==> config.mk <==
export PLATFORM = sky130hd
export DESIGN_NAME = hall_angle_estimator_unit
export DESIGN_NICKNAME = d
export VERILOG_FILES = /design/src/rtl/hae_pkg.sv /design/src/rtl/hae_ctrl.sv /design/src/rtl/hae_datapath.sv /design/src/rtl/hall_angle_estimator_unit.sv
export VERILOG_INCLUDE_DIRS = /design/src /design/src/rtl
export SDC_FILE = /design/constraint.sdc
export NUM_CORES = 1
export LEC_CHECK = 0
export BUFFER_PORTS_ARGS = -buffer_cell sky130_fd_sc_hd__buf_2
export CAP_MARGIN = 40
export CORE_UTILIZATION = 45
export CTS_CLUSTER_SIZE = 25
export DETAILED_ROUTE_END_ITERATION = 8
export GPL_ROUTABILITY_DRIVEN = 0
export SYNTH_ARGS = -nofsm -noshare
export SYNTH_HDL_FRONTEND = slang
export SYNTH_HIERARCHICAL = 1
export SYNTH_SLANG_ARGS = --single-unit
==> constraint.sdc <==
create_clock -name clk -period 3.52 [get_ports clk]
set_input_delay 0.352 -clock clk [delete_from_list [all_inputs] [get_ports clk]]
set_output_delay 0.352 -clock clk [all_outputs]
set_load 0.05 [all_outputs]
==> src/rtl/assert_macros.svh <==
// Assertion macros shared by the hall angle estimator RTL.
// Simulation gets concurrent assertions; synthesis sees empty bodies.
`ifndef ASSERT_MACROS_SVH
`define ASSERT_MACROS_SVH
`ifndef SYNTHESIS
`define HAE_ASSERT(label, clk, rst, prop, msg) \
  label: assert property (@(posedge clk) disable iff (rst) prop) else $error(msg);
`define HAE_ASSERT_ALWAYS(label, clk, prop, msg) \
  label: assert property (@(posedge clk) prop) else $error(msg);
`else
`define HAE_ASSERT(label, clk, rst, prop, msg)
`define HAE_ASSERT_ALWAYS(label, clk, prop, msg)
`endif
`endif

==> src/rtl/hae_pkg.sv <==
// Types and constants of the hall angle estimator.
// No dependencies; used by hae_ctrl, hae_datapath and the top level.
package hae_pkg;

  localparam int IN_DATA_W   = 40;
  localparam int OUT_DATA_W  = 48;
  localparam int PERIOD_W    = 32;
  localparam int HALL_W      = 3;
  localparam int OUT_ANGLE_W = 16;
  localparam int STEP_NUM_W  = 24;
  localparam int SPEED_W     = 26;
  localparam int PHASE_W     = 16;
  localparam int STEP_W      = 15;
  localparam int NUM_W       = 26;
  localparam int CNT_W       = $clog2(NUM_W);
  localparam int CFG_IDX_W   = 2;
  localparam int CFG_DATA_W  = 26;
  localparam int SECTOR_W    = 3;

  localparam logic [STEP_NUM_W-1:0] STEP_NUM_RESET  = 24'd10922667;
  localparam logic [SPEED_W-1:0]    SPEED_NUM_RESET = 26'd50000000;
  localparam logic [PHASE_W-1:0]    PHASE_RESET     = 16'd40050;

  localparam logic [CFG_IDX_W-1:0] REG_STEP_NUM  = 2'd0;
  localparam logic [CFG_IDX_W-1:0] REG_SPEED_NUM = 2'd1;
  localparam logic [CFG_IDX_W-1:0] REG_PHASE     = 2'd2;

  localparam logic [SECTOR_W-1:0] SECTOR_NONE = 3'd6;

  typedef enum logic [1:0] {
    STATUS_OK          = 2'd0,
    STATUS_BAD_HALL    = 2'd1,
    STATUS_ZERO_PERIOD = 2'd2
  } hae_status_t;

  typedef struct packed {
    logic load_in;
    logic div_start;
    logic div_step;
    logic commit;
  } hae_cmd_t;

  typedef struct packed {
    logic in_tick;
    logic in_zero_period;
    logic out_free;
  } hae_stat_t;

  function automatic logic [SECTOR_W-1:0] hae_sector(input logic [HALL_W-1:0] code);
    logic [SECTOR_W-1:0] s;
    unique case (code)
      3'd5:    s = 3'd0;
      3'd4:    s = 3'd1;
      3'd6:    s = 3'd2;
      3'd2:    s = 3'd3;
      3'd3:    s = 3'd4;
      3'd1:    s = 3'd5;
      default: s = SECTOR_NONE;
    endcase
    return s;
  endfunction

endpackage

==> src/rtl/hae_ctrl.sv <==
// Controller of the hall angle estimator: input handshake, divider
// sequencing and result hand-off. Depends on hae_pkg and assert_macros.svh.
`include "assert_macros.svh"
module hae_ctrl (
  input  logic              clk,
  input  logic              rst,
  input  logic              in_tvalid,
  output logic              in_tready,
  input  hae_pkg::hae_stat_t stat,
  output hae_pkg::hae_cmd_t  cmd
);
  import hae_pkg::*;

  typedef enum logic [1:0] {IDLE, DIV, EMIT} state_t;

  state_t           state;
  logic [CNT_W-1:0] cnt;
  logic             ready_q;
  logic             accept;

  assign in_tready = ready_q;
  assign accept    = in_tvalid && ready_q;

  always_comb begin
    cmd.load_in   = accept;
    cmd.div_start = accept && !stat.in_tick && !stat.in_zero_period;
    cmd.div_step  = (state == DIV);
    cmd.commit    = (state == EMIT) && stat.out_free;
  end

  always_ff @(posedge clk) begin
    if (rst) begin
      state   <= IDLE;
      cnt     <= '0;
      ready_q <= 1'b1;
    end else begin
      unique case (state)
        IDLE: begin
          if (accept) begin
            ready_q <= 1'b0;
            if (stat.in_tick || stat.in_zero_period) begin
              state <= EMIT;
            end else begin
              state <= DIV;
              cnt   <= CNT_W'(NUM_W - 1);
            end
          end
        end
        DIV: begin
          if (cnt == '0) begin
            state <= EMIT;
          end else begin
            cnt <= cnt - 1'b1;
          end
        end
        EMIT: begin
          if (stat.out_free) begin
            state   <= IDLE;
            ready_q <= 1'b1;
          end
        end
        default: begin
          state   <= IDLE;
          ready_q <= 1'b1;
        end
      endcase
    end
  end

  `HAE_ASSERT_ALWAYS(a_reset_idle, clk, rst |=> (state == IDLE && ready_q), "not idle after reset")
  `HAE_ASSERT(a_div_done, clk, rst, (state == DIV && cnt == '0) |=> (state == EMIT), "divide overrun")
  `HAE_ASSERT(a_commit_idle, clk, rst, cmd.commit |=> (state == IDLE && in_tready), "no return to idle")

endmodule

==> src/rtl/hae_datapath.sv <==
// Datapath of the hall angle estimator: config registers, angle state,
// shared restoring divider and output register. Depends on hae_pkg and assert_macros.svh.
`include "assert_macros.svh"
module hae_datapath #(
  parameter int ANGLE_BITS  = 16,
  parameter int PERIOD_BITS = 32
) (
  input  logic                             clk,
  input  logic                             rst,
  input  logic                             cfg_we,
  input  logic [hae_pkg::CFG_IDX_W-1:0]    cfg_index,
  input  logic [hae_pkg::CFG_DATA_W-1:0]   cfg_wdata,
  input  logic [hae_pkg::IN_DATA_W-1:0]    in_tdata,
  input  logic                             in_tuser,
  input  hae_pkg::hae_cmd_t                cmd,
  output hae_pkg::hae_stat_t               stat,
  output logic                             out_tvalid,
  input  logic                             out_tready,
  output logic [hae_pkg::OUT_DATA_W-1:0]   out_tdata,
  output logic [1:0]                       out_tuser
);
  import hae_pkg::*;

  localparam logic [ANGLE_BITS-1:0] SECT1 = ANGLE_BITS'(((64'd1 << ANGLE_BITS) + 64'd3) / 64'd6);
  localparam logic [ANGLE_BITS-1:0] SECT2 = ANGLE_BITS'(((64'd2 << ANGLE_BITS) + 64'd3) / 64'd6);
  localparam logic [ANGLE_BITS-1:0] SECT3 = ANGLE_BITS'(((64'd3 << ANGLE_BITS) + 64'd3) / 64'd6);
  localparam logic [ANGLE_BITS-1:0] SECT4 = ANGLE_BITS'(((64'd4 << ANGLE_BITS) + 64'd3) / 64'd6);
  localparam logic [ANGLE_BITS-1:0] SECT5 = ANGLE_BITS'(((64'd5 << ANGLE_BITS) + 64'd3) / 64'd6);

  logic [STEP_NUM_W-1:0]  step_num;
  logic [SPEED_W-1:0]     speed_num;
  logic [PHASE_W-1:0]     phase_off;

  logic                   tick_q;
  logic                   zero_q;
  logic [SECTOR_W-1:0]    sector_q;
  logic [PERIOD_BITS-1:0] divisor;
  logic [PERIOD_BITS-1:0] rem_a, rem_b;
  logic [NUM_W-1:0]       quo_a, quo_b;

  logic [ANGLE_BITS-1:0]  angle_acc;
  logic [STEP_W-1:0]      angle_step;
  logic [SPEED_W-1:0]     speed_reg;

  logic                   out_valid;
  logic [OUT_ANGLE_W-1:0] out_angle;
  logic [SPEED_W-1:0]     out_speed;
  hae_status_t            out_status;

  logic [PERIOD_BITS:0]   trial_a, trial_b, div_ext;
  logic                   ge_a, ge_b;
  logic [PERIOD_BITS-1:0] rem_a_next, rem_b_next;

  logic [ANGLE_BITS-1:0]  sector_base;
  logic                   sector_ok;
  logic                   update_div;
  logic [STEP_W-1:0]      step_sat;
  logic [ANGLE_BITS-1:0]  angle_next;
  logic [STEP_W-1:0]      step_next;
  logic [SPEED_W-1:0]     speed_next;
  hae_status_t            status_next;

  // one restoring step per cycle for both quotients
  always_comb begin
    div_ext    = {1'b0, divisor};
    trial_a    = {rem_a, quo_a[NUM_W-1]};
    trial_b    = {rem_b, quo_b[NUM_W-1]};
    ge_a       = (trial_a >= div_ext);
    ge_b       = (trial_b >= div_ext);
    rem_a_next = ge_a ? PERIOD_BITS'(trial_a - div_ext) : trial_a[PERIOD_BITS-1:0];
    rem_b_next = ge_b ? PERIOD_BITS'(trial_b - div_ext) : trial_b[PERIOD_BITS-1:0];
  end

  always_comb begin
    unique case (sector_q)
      3'd1:    sector_base = SECT1;
      3'd2:    sector_base = SECT2;
      3'd3:    sector_base = SECT3;
      3'd4:    sector_base = SECT4;
      3'd5:    sector_base = SECT5;
      default: sector_base = '0;
    endcase
    sector_ok  = (sector_q != SECTOR_NONE);
    update_div = !tick_q && !zero_q;
    step_sat   = (|quo_a[NUM_W-1:STEP_W]) ? '1 : quo_a[STEP_W-1:0];

    if (tick_q) begin
      angle_next = angle_acc + ANGLE_BITS'(angle_step);
    end else if (sector_ok) begin
      angle_next = sector_base + ANGLE_BITS'(phase_off);
    end else begin
      angle_next = angle_acc;
    end

    step_next  = update_div ? step_sat : angle_step;
    speed_next = update_div ? quo_b : speed_reg;

    priority if (tick_q) begin
      status_next = STATUS_OK;
    end else if (zero_q) begin
      status_next = STATUS_ZERO_PERIOD;
    end else if (!sector_ok) begin
      status_next = STATUS_BAD_HALL;
    end else begin
      status_next = STATUS_OK;
    end
  end

  always_comb begin
    stat.in_tick        = in_tuser;
    stat.in_zero_period = (in_tdata[PERIOD_BITS-1:0] == '0);
    stat.out_free       = !out_valid || out_tready;
  end

  always_ff @(posedge clk) begin
    if (rst) begin
      step_num  <= STEP_NUM_RESET;
      speed_num <= SPEED_NUM_RESET;
      phase_off <= PHASE_RESET;
    end else if (cfg_we) begin
      if (cfg_index == REG_STEP_NUM) begin
        step_num <= cfg_wdata[STEP_NUM_W-1:0];
      end
      if (cfg_index == REG_SPEED_NUM) begin
        speed_num <= cfg_wdata[SPEED_W-1:0];
      end
      if (cfg_index == REG_PHASE) begin
        phase_off <= cfg_wdata[PHASE_W-1:0];
      end
    end
  end

  always_ff @(posedge clk) begin
    if (cmd.load_in) begin
      tick_q   <= in_tuser;
      zero_q   <= (in_tdata[PERIOD_BITS-1:0] == '0);
      sector_q <= hae_sector(in_tdata[PERIOD_W +: HALL_W]);
    end
    if (cmd.div_start) begin
      divisor <= in_tdata[PERIOD_BITS-1:0];
      rem_a   <= '0;
      rem_b   <= '0;
      quo_a   <= NUM_W'(step_num);
      quo_b   <= NUM_W'(speed_num);
    end else if (cmd.div_step) begin
      rem_a <= rem_a_next;
      rem_b <= rem_b_next;
      quo_a <= {quo_a[NUM_W-2:0], ge_a};
      quo_b <= {quo_b[NUM_W-2:0], ge_b};
    end
    if (cmd.commit) begin
      out_angle  <= OUT_ANGLE_W'(angle_next);
      out_speed  <= speed_next;
      out_status <= status_next;
    end
  end

  always_ff @(posedge clk) begin
    if (rst) begin
      angle_acc  <= '0;
      angle_step <= '0;
      speed_reg  <= '0;
      out_valid  <= 1'b0;
    end else begin
      if (cmd.commit) begin
        angle_acc  <= angle_next;
        angle_step <= step_next;
        speed_reg  <= speed_next;
        out_valid  <= 1'b1;
      end else if (out_tready) begin
        out_valid <= 1'b0;
      end
    end
  end

  assign out_tvalid = out_valid;
  assign out_tdata  = OUT_DATA_W'({out_speed, out_angle});
  assign out_tuser  = out_status;

  `HAE_ASSERT(a_commit_free, clk, rst, cmd.commit |-> stat.out_free, "result overwritten")
  `HAE_ASSERT(a_commit_valid, clk, rst, cmd.commit |=> out_valid, "result not presented")
  `HAE_ASSERT(a_angle_hold, clk, rst, !cmd.commit |=> $stable(angle_acc), "angle moved")

endmodule

==> src/rtl/hall_angle_estimator_unit.sv <==
// Hall angle estimator, top level: joins controller and datapath.
// Depends on hae_pkg, hae_ctrl and hae_datapath.
//
// Input stream: tuser = kind (0 hall capture, 1 PWM tick); tdata carries
// capture_period and hall_state. One result per input transaction on the
// output stream: tdata = angle and speed, tuser = status.
// Config port: cfg_we with cfg_index 0 step numerator, 1 speed numerator, 2 phase offset;
// the user must write it only while the block is idle; the block does not enforce this.
// A PWM tick or a zero-period capture goes from acceptance straight to the
// EMIT state; a capture with nonzero period first passes through the DIV
// state, the shared restoring divider (one quotient bit per cycle for step
// and speed together). EMIT loads the output register and raises out_tvalid
// once the register is free. One item is in work at a time; the next is
// accepted the cycle after the result is loaded.
// A stalled receiver holds the result in the output register; the block
// still accepts and works on one further item and then waits.
// Reset (rst, synchronous): config registers return to their defaults,
// angle, step and speed clear to zero, and the output stream goes empty.
module hall_angle_estimator_unit #(
  parameter int ANGLE_BITS  = 16,
  parameter int PERIOD_BITS = 32
) (
  input  logic                           clk,
  input  logic                           rst,
  input  logic                           cfg_we,
  input  logic [hae_pkg::CFG_IDX_W-1:0]  cfg_index,
  input  logic [hae_pkg::CFG_DATA_W-1:0] cfg_wdata,
  input  logic                           s_axis_tvalid,
  output logic                           s_axis_tready,
  input  logic [hae_pkg::IN_DATA_W-1:0]  s_axis_tdata,  // capture_period[31:0], hall_state[34:32]
  input  logic                           s_axis_tuser,  // kind
  output logic                           m_axis_tvalid,
  input  logic                           m_axis_tready,
  output logic [hae_pkg::OUT_DATA_W-1:0] m_axis_tdata,  // angle[15:0], speed[41:16]
  output logic [1:0]                     m_axis_tuser   // status
);
  import hae_pkg::*;

  hae_cmd_t  cmd;
  hae_stat_t stat;

  hae_ctrl u_ctrl (
    .clk       (clk),
    .rst       (rst),
    .in_tvalid (s_axis_tvalid),
    .in_tready (s_axis_tready),
    .stat      (stat),
    .cmd       (cmd)
  );

  hae_datapath #(
    .ANGLE_BITS  (ANGLE_BITS),
    .PERIOD_BITS (PERIOD_BITS)
  ) u_datapath (
    .clk        (clk),
    .rst        (rst),
    .cfg_we     (cfg_we),
    .cfg_index  (cfg_index),
    .cfg_wdata  (cfg_wdata),
    .in_tdata   (s_axis_tdata),
    .in_tuser   (s_axis_tuser),
    .cmd        (cmd),
    .stat       (stat),
    .out_tvalid (m_axis_tvalid),
    .out_tready (m_axis_tready),
    .out_tdata  (m_axis_tdata),
    .out_tuser  (m_axis_tuser)
  );

endmodule
### Word-level counts from Yosys, hierarchy flattened

Cells that the tools add are included.

* magnitude comparators: 2
* reduce and logical (&&, ||, !) cells: 28
* muxes and demuxes: 28
* equality and inequality tests: 21
* $add $sub $neg: 5
* bitwise logic cells: 1

Operators by type and width (count)
* 16-bit one-hot mux with 5 select lines: 1
* 26-bit 2-to-1 mux: 3
* 33-bit by 32-bit >= comparator with 1-bit output: 2
* 32-bit 2-to-1 mux: 2
* 32-bit subtractor: 2
* 24-bit 2-to-1 mux: 2
* 32-bit zero test: 1
* 16-bit 2-to-1 mux: 2
* 3-bit one-hot mux with 6 select lines: 1
* 16-bit by 15-bit adder with 16-bit output: 1
* 16-bit adder: 1
* 3-bit == test (second input constant): 5
* 15-bit 2-to-1 mux: 1
* 5-bit 2-to-1 mux: 3
* 3-bit by 2-bit == test with 1-bit output (second input constant): 4
* 11-bit OR reduction: 1
* 2-bit 2-to-1 mux: 5
* 5-bit one-hot mux with 2 select lines: 1
* 2-bit AND reduction: 4
* 3-bit by 1-bit == test with 1-bit output (second input constant): 2
* 2-bit by 1-bit inequality test with 1-bit output (second input constant): 3
* 2-bit one-hot mux with 3 select lines: 1
* 3-bit AND reduction: 2
* 2-bit nonzero test: 3
* 15 further kinds: 32

* bits in registers: 329

### Longest topological paths before layout

* word-level depth: 5
* depth in mapped cells: 17
* depth with buffers taken out: 17

### Modules after synthesis

The synthesis kept the hierarchy.

By module, submodules not included
* hae_datapath: cells each 1813, times used 1, sequential area each 7737.4 µm², area an instance 17322.9 µm²
* hae_ctrl: cells each 47, times used 1, sequential area each 160.2 µm², area an instance 426.7 µm²

### Worst setup path after synthesis

No wires, ideal clock.

* path kind: register -> register
* from: register u_datapath.out_valid (netlist: u_datapath/out_tvalid)
* to: register u_datapath.angle_step[10]
* data arrival time: 3351 ps
* slack: 50 ps
* path buffers: 2
* clock period less this slack: 3470 ps
* cell stages (with the launch flop): 9
* required time: 3401 ps
* setup time: 119 ps
* cells stage by stage: dfxtp_1 -> nand2b_1 -> and3_1 -> clkbuf_1 -> inv_2 -> nor3_1 -> nand4_1 -> clkbuf_1 -> o221a_2

RTL lines
* start: declaration: line hae_datapath.sv:45 `logic out_valid;`
* start signal: assignment: line hae_datapath.sv:163 `out_valid <= 1'b0;`
* start signal: assignment: line hae_datapath.sv:169 `out_valid <= 1'b1;`
* start signal: assignment: line hae_datapath.sv:171 `out_valid <= 1'b0;`
* end signal: assignment: line hae_datapath.sv:167 `angle_step <= step_next;`
* end: declaration: line hae_datapath.sv:42 `logic [STEP_W-1:0] angle_step;`

### Final worst setup path

* from: register u_datapath.sector_q[1]
* to: register u_datapath.angle_acc[14]

* word-level cells in the longest chain between the ends: 5
* elaborated cells on any way between the ends: 10

Ends and longest elaborated chain
* start: declaration: line hae_datapath.sv:36 `logic [SECTOR_W-1:0] sector_q;`
* start signal: assignment: line hae_datapath.sv:137 `sector_q <= hae_sector(in_tdata[PERIOD_W +: HALL_W]);`
* 3-bit == test, or another cell as far along: line hae_datapath.sv:75 `unique case (sector_q)`
* 16-bit one-hot mux with 5 select lines: line hae_datapath.sv:75
* 16-bit adder: line hae_datapath.sv:90 `angle_next = sector_base + ANGLE_BITS'(phase_off);`
* 16-bit 2-to-1 mux *: line hae_datapath.sv:89 `end else if (sector_ok) begin`
* 16-bit 2-to-1 mux *: line hae_datapath.sv:87 `if (tick_q) begin`
* net u_datapath.angle_next[14]: line hae_datapath.sv:58 `logic [ANGLE_BITS-1:0] angle_next;`
* end signal: assignment: line hae_datapath.sv:166 `angle_acc <= angle_next;`
* end: declaration: line hae_datapath.sv:41 `logic [ANGLE_BITS-1:0] angle_acc;`

The timed path passes the listed nets; every way through them passes the cells marked *.
A chain may end at the register's enable or synchronous reset.

==> flow_metrics.env <==
export IMPL_ir_drop_v=0.000312
export IMPL_timing_final_max_slew_violations=0
export IMPL_worstSkewPairLatency_ns=0.57
export IMPL_grt_max_degree=75
export IMPL_synthCells=1860
export IMPL_clock_sinks=329
export IMPL_timing_final_crit_share_pct=94.1
export IMPL_power_mw=12.5
export IMPL_drcViolationCount=0
export IMPL_critPathRequiredTime_ns=3.98
export IMPL_hold_path_class="primary input to register"
export IMPL_port_buffers=114
export IMPL_grt_pass1_wl_um=73500
export IMPL_ios=126
export IMPL_synthDistinctLibCells=82
export IMPL_syn_to_final_growth_pct=15.6
export IMPL_drive_gt1_share_pct=16.4
export IMPL_slowest_stage="edfxtp_1"
export IMPL_maxCapViolCount=0
export IMPL_p_sw_mw=4.19
export IMPL_final_cell_area_um2=20500
export IMPL_drt_iter0_drc=879
export IMPL_h_tree_depth=2
export IMPL_final_cells=2542
export IMPL_via_per_inst=5.55
export IMPL_wire_per_inst_um=18.2
export IMPL_p_seq_share_pct=37.9
export IMPL_fin_crit_ns=3.31
export IMPL_dp_cells=2444
export IMPL_fmax_mhz=302
export IMPL_cts_buffer_depth=3
export IMPL_cp_max_fo=4
export IMPL_largestRegisters="u_datapath/divisor (32), u_datapath/rem_a (32), u_datapath/rem_b (32)"
export IMPL_die_h_um=201
export IMPL_ant_nets=0
export IMPL_regArea_um2=7900
export IMPL_syn_avg_cell_area_um2=9.54
export IMPL_num_vias=14100
export IMPL_antenna_found_initial=0
export IMPL_p_leak_nw=8.31
export IMPL_max_stage_delay_ns=0.39
export IMPL_fp_dieW_um=201
export IMPL_rows=72
export IMPL_wirelength_um=46200
export IMPL_dp_hpwl_um=32300
export IMPL_setup_viol=0
export IMPL_synth_largest_area_cell="dfxtp_1"
export IMPL_cts_buffers=38
export IMPL_pwr_density_cell_nw_per_um2=609
export IMPL_grtUsageTotal_pct=22.8
export IMPL_combPwrFrac_pct=30.9
export IMPL_fin_tns_setup_ns=0
export IMPL_multiInputGateArea_um2=9170
export IMPL_initial_core_util_pct=45.8
export IMPL_p_int_mw=8.31
export IMPL_drtPass1Iterations=5
export IMPL_synthFlopType="dfxtp_1"
export IMPL_synth_seq_cells=329
export IMPL_async_reset_ff_share_pct=0
export IMPL_tightest_slew_ns=0.897
export IMPL_sw_frac_of_total_pct=33.5
export IMPL_nFillCells=3597
export IMPL_outcome="finished clean"
export IMPL_critPathCaptureType="register"
export IMPL_whs_ns=0.0349
export IMPL_cp_start_kind="register"
export IMPL_ys_seq_area_share_pct=44.5
export IMPL_num_antenna_cells=0
export IMPL_ys_warn_count=6
export IMPL_finalHoldViolCount=0
export IMPL_fin_worst_skew_ns=0.0195
export IMPL_worstSetupPathType="register to register"
export IMPL_cts_root_buffer="clkbuf_16"
export IMPL_grt_pass1_vias=13400
export IMPL_path_clk_slew_ns=0.06
export IMPL_cts_tree="built"
export IMPL_grt_overflow=0
export IMPL_placed_cell_area_um2=19000
export IMPL_syn_area_um2=17700
export IMPL_synth_top_cell_area_share_pct=22.3
export IMPL_die_area_um2=40200
export IMPL_clkPwrFrac_pct=31.2
export IMPL_core_region_area_um2=38700
export IMPL_nNetsFinal=2168
export IMPL_synthTopCellsByArea="dfxtp_1 22%, edfxtp_1 22%, ha_1 6.8%"
export IMPL_path_cells="inv_1 > ha_1 > nor2_1 > a21oi_1 > o22ai_2 > ha_2 > inv_1 > fa_1 > nand2b_1 > a31oi_2 > o41a_1 > o211ai_1 > o21ai_1 > xnor2_1 > a21oi_1 > mux2_2 > a21o_1"
export IMPL_crit_arrival_ns=3.77
export IMPL_synth_edf_count=131
export IMPL_slew_headroom_pct=40.2
## per-layer routing
layer  wire length [um]  GRT usage, %  up-vias
li1                   -             -     7002
met1              22700          33.1     6728
met2              20300          35.2      326
met3               2180          3.33       51
met4                948          6.60        0
met5                  0             0        -
## logic make-up (layout without fill, tap and decap cells)
kind of cell,count (synthesis),count (layout),share of synthesized area [%]
DFF,329,329,44.5
other,1,6,0.0211
and+or+nand+nor,574,574,14.5
muxes,135,135,8.15
adders and majority gates,100,100,7.22
xor gates and xnor gates,83,83,4.10
AOI/OAI and AO/OA,462,462,17.2
buffers and inverters,176,335,4.26
## area by class of cell
| class | count | area share, % |
|---|---|---|
| Multi-Input combinational cell | 1360 | 44.7 |
| Sequential cell | 329 | 38.5 |
| Timing Repair Buffer | 190 | 6.29 |
| Clock buffer | 60 | 5.54 |
| Tap cell | 518 | 3.16 |
| Inverter | 75 | 1.37 |
| Clock inverter | 10 | 0.464 |
## cell usage in the layout, fill, tap and decap left out, types with 31 or more instances in the layout
cell         n
nand2_1    285
dfxtp_1    198
a21oi_1    144
edfxtp_1   131
buf_2      114
nor2_1     108
ha_1        95
mux2_2      76
inv_1       71
mux2i_1     59
xnor2_1     56
nand3_1     53
o21ai_0     46
buf_4       42
clkbuf_16   40
a21o_1      39
a211oi_1    37
o21ai_1     31
## per-stage QoR
step           setup slack, ns  utilization, %
2_1_floorplan           0.0500               -
3_3_place_gp            0.0434            49.0
3_5_place_dp            0.0241            49.0
4_1_cts                0.00617            52.9
5_1_grt               -0.00547            53.0
6_report                 0.208            53.0
## synthesized netlist by cell type (20+ instances only)
library cell	instances
nand2_1	285
dfxtp_1	198
a21oi_1	144
edfxtp_1	131
nor2_1	110
ha_1	96
mux2_2	76
clkbuf_1	73
inv_1	73
mux2i_1	59
xnor2_1	56
nand3_1	53
o21ai_0	46
a21o_1	39
a211oi_1	37
o21ai_1	31
xor2_1	27
o21a_1	22
a31oi_1	21
nor3_1	20
## power groups by stage
stage | clock network [mW] | logic [mW] | registers [mW]
2_1_floorplan | 0 | 2.80 | 4.90
3_3_place_gp | 0 | 3.74 | 4.80
3_5_place_dp | 0 | 3.79 | 4.81
4_1_cts | 4.01 | 3.83 | 4.74
5_1_grt | 4.15 | 4.26 | 4.79
6_report | 3.90 | 3.86 | 4.74
## worst paths after layout
check,start,endpoint,slack [ns],cells after the start
worst min-delay path,s_axis_tdata[4],u_datapath/divisor[4],0.03,1
worst max register to register,u_datapath/sector_q[1],u_datapath/angle_acc[14],0.21,17
worst max-delay path,u_datapath/sector_q[1],u_datapath/angle_acc[14],0.21,17
worst min register to register,u_datapath/speed_reg[12],u_datapath/speed_reg[12],0.45,2
## what timing repair did
action,in CTS,in global routing
setup endpoints to repair,0,9
hold endpoints to repair,27,0
hold buffers,27,0
resized for setup,0,4
buffers inserted,0,1
## worst max-delay path, delay by kind of cell, from the launching register on
kind / cells / cell delay [ns]
DFF: 1 / 0.39
muxes: 1 / 0.29
buffers and inverters: 2 / 0.14
adders and majority gates: 3 / 0.84
and+or+nand+nor: 2 / 0.29
AOI/OAI and AO/OA: 8 / 1.12
xor gates and xnor gates: 1 / 0.15
No activity file was read; power rests on OpenSTA's default activity.
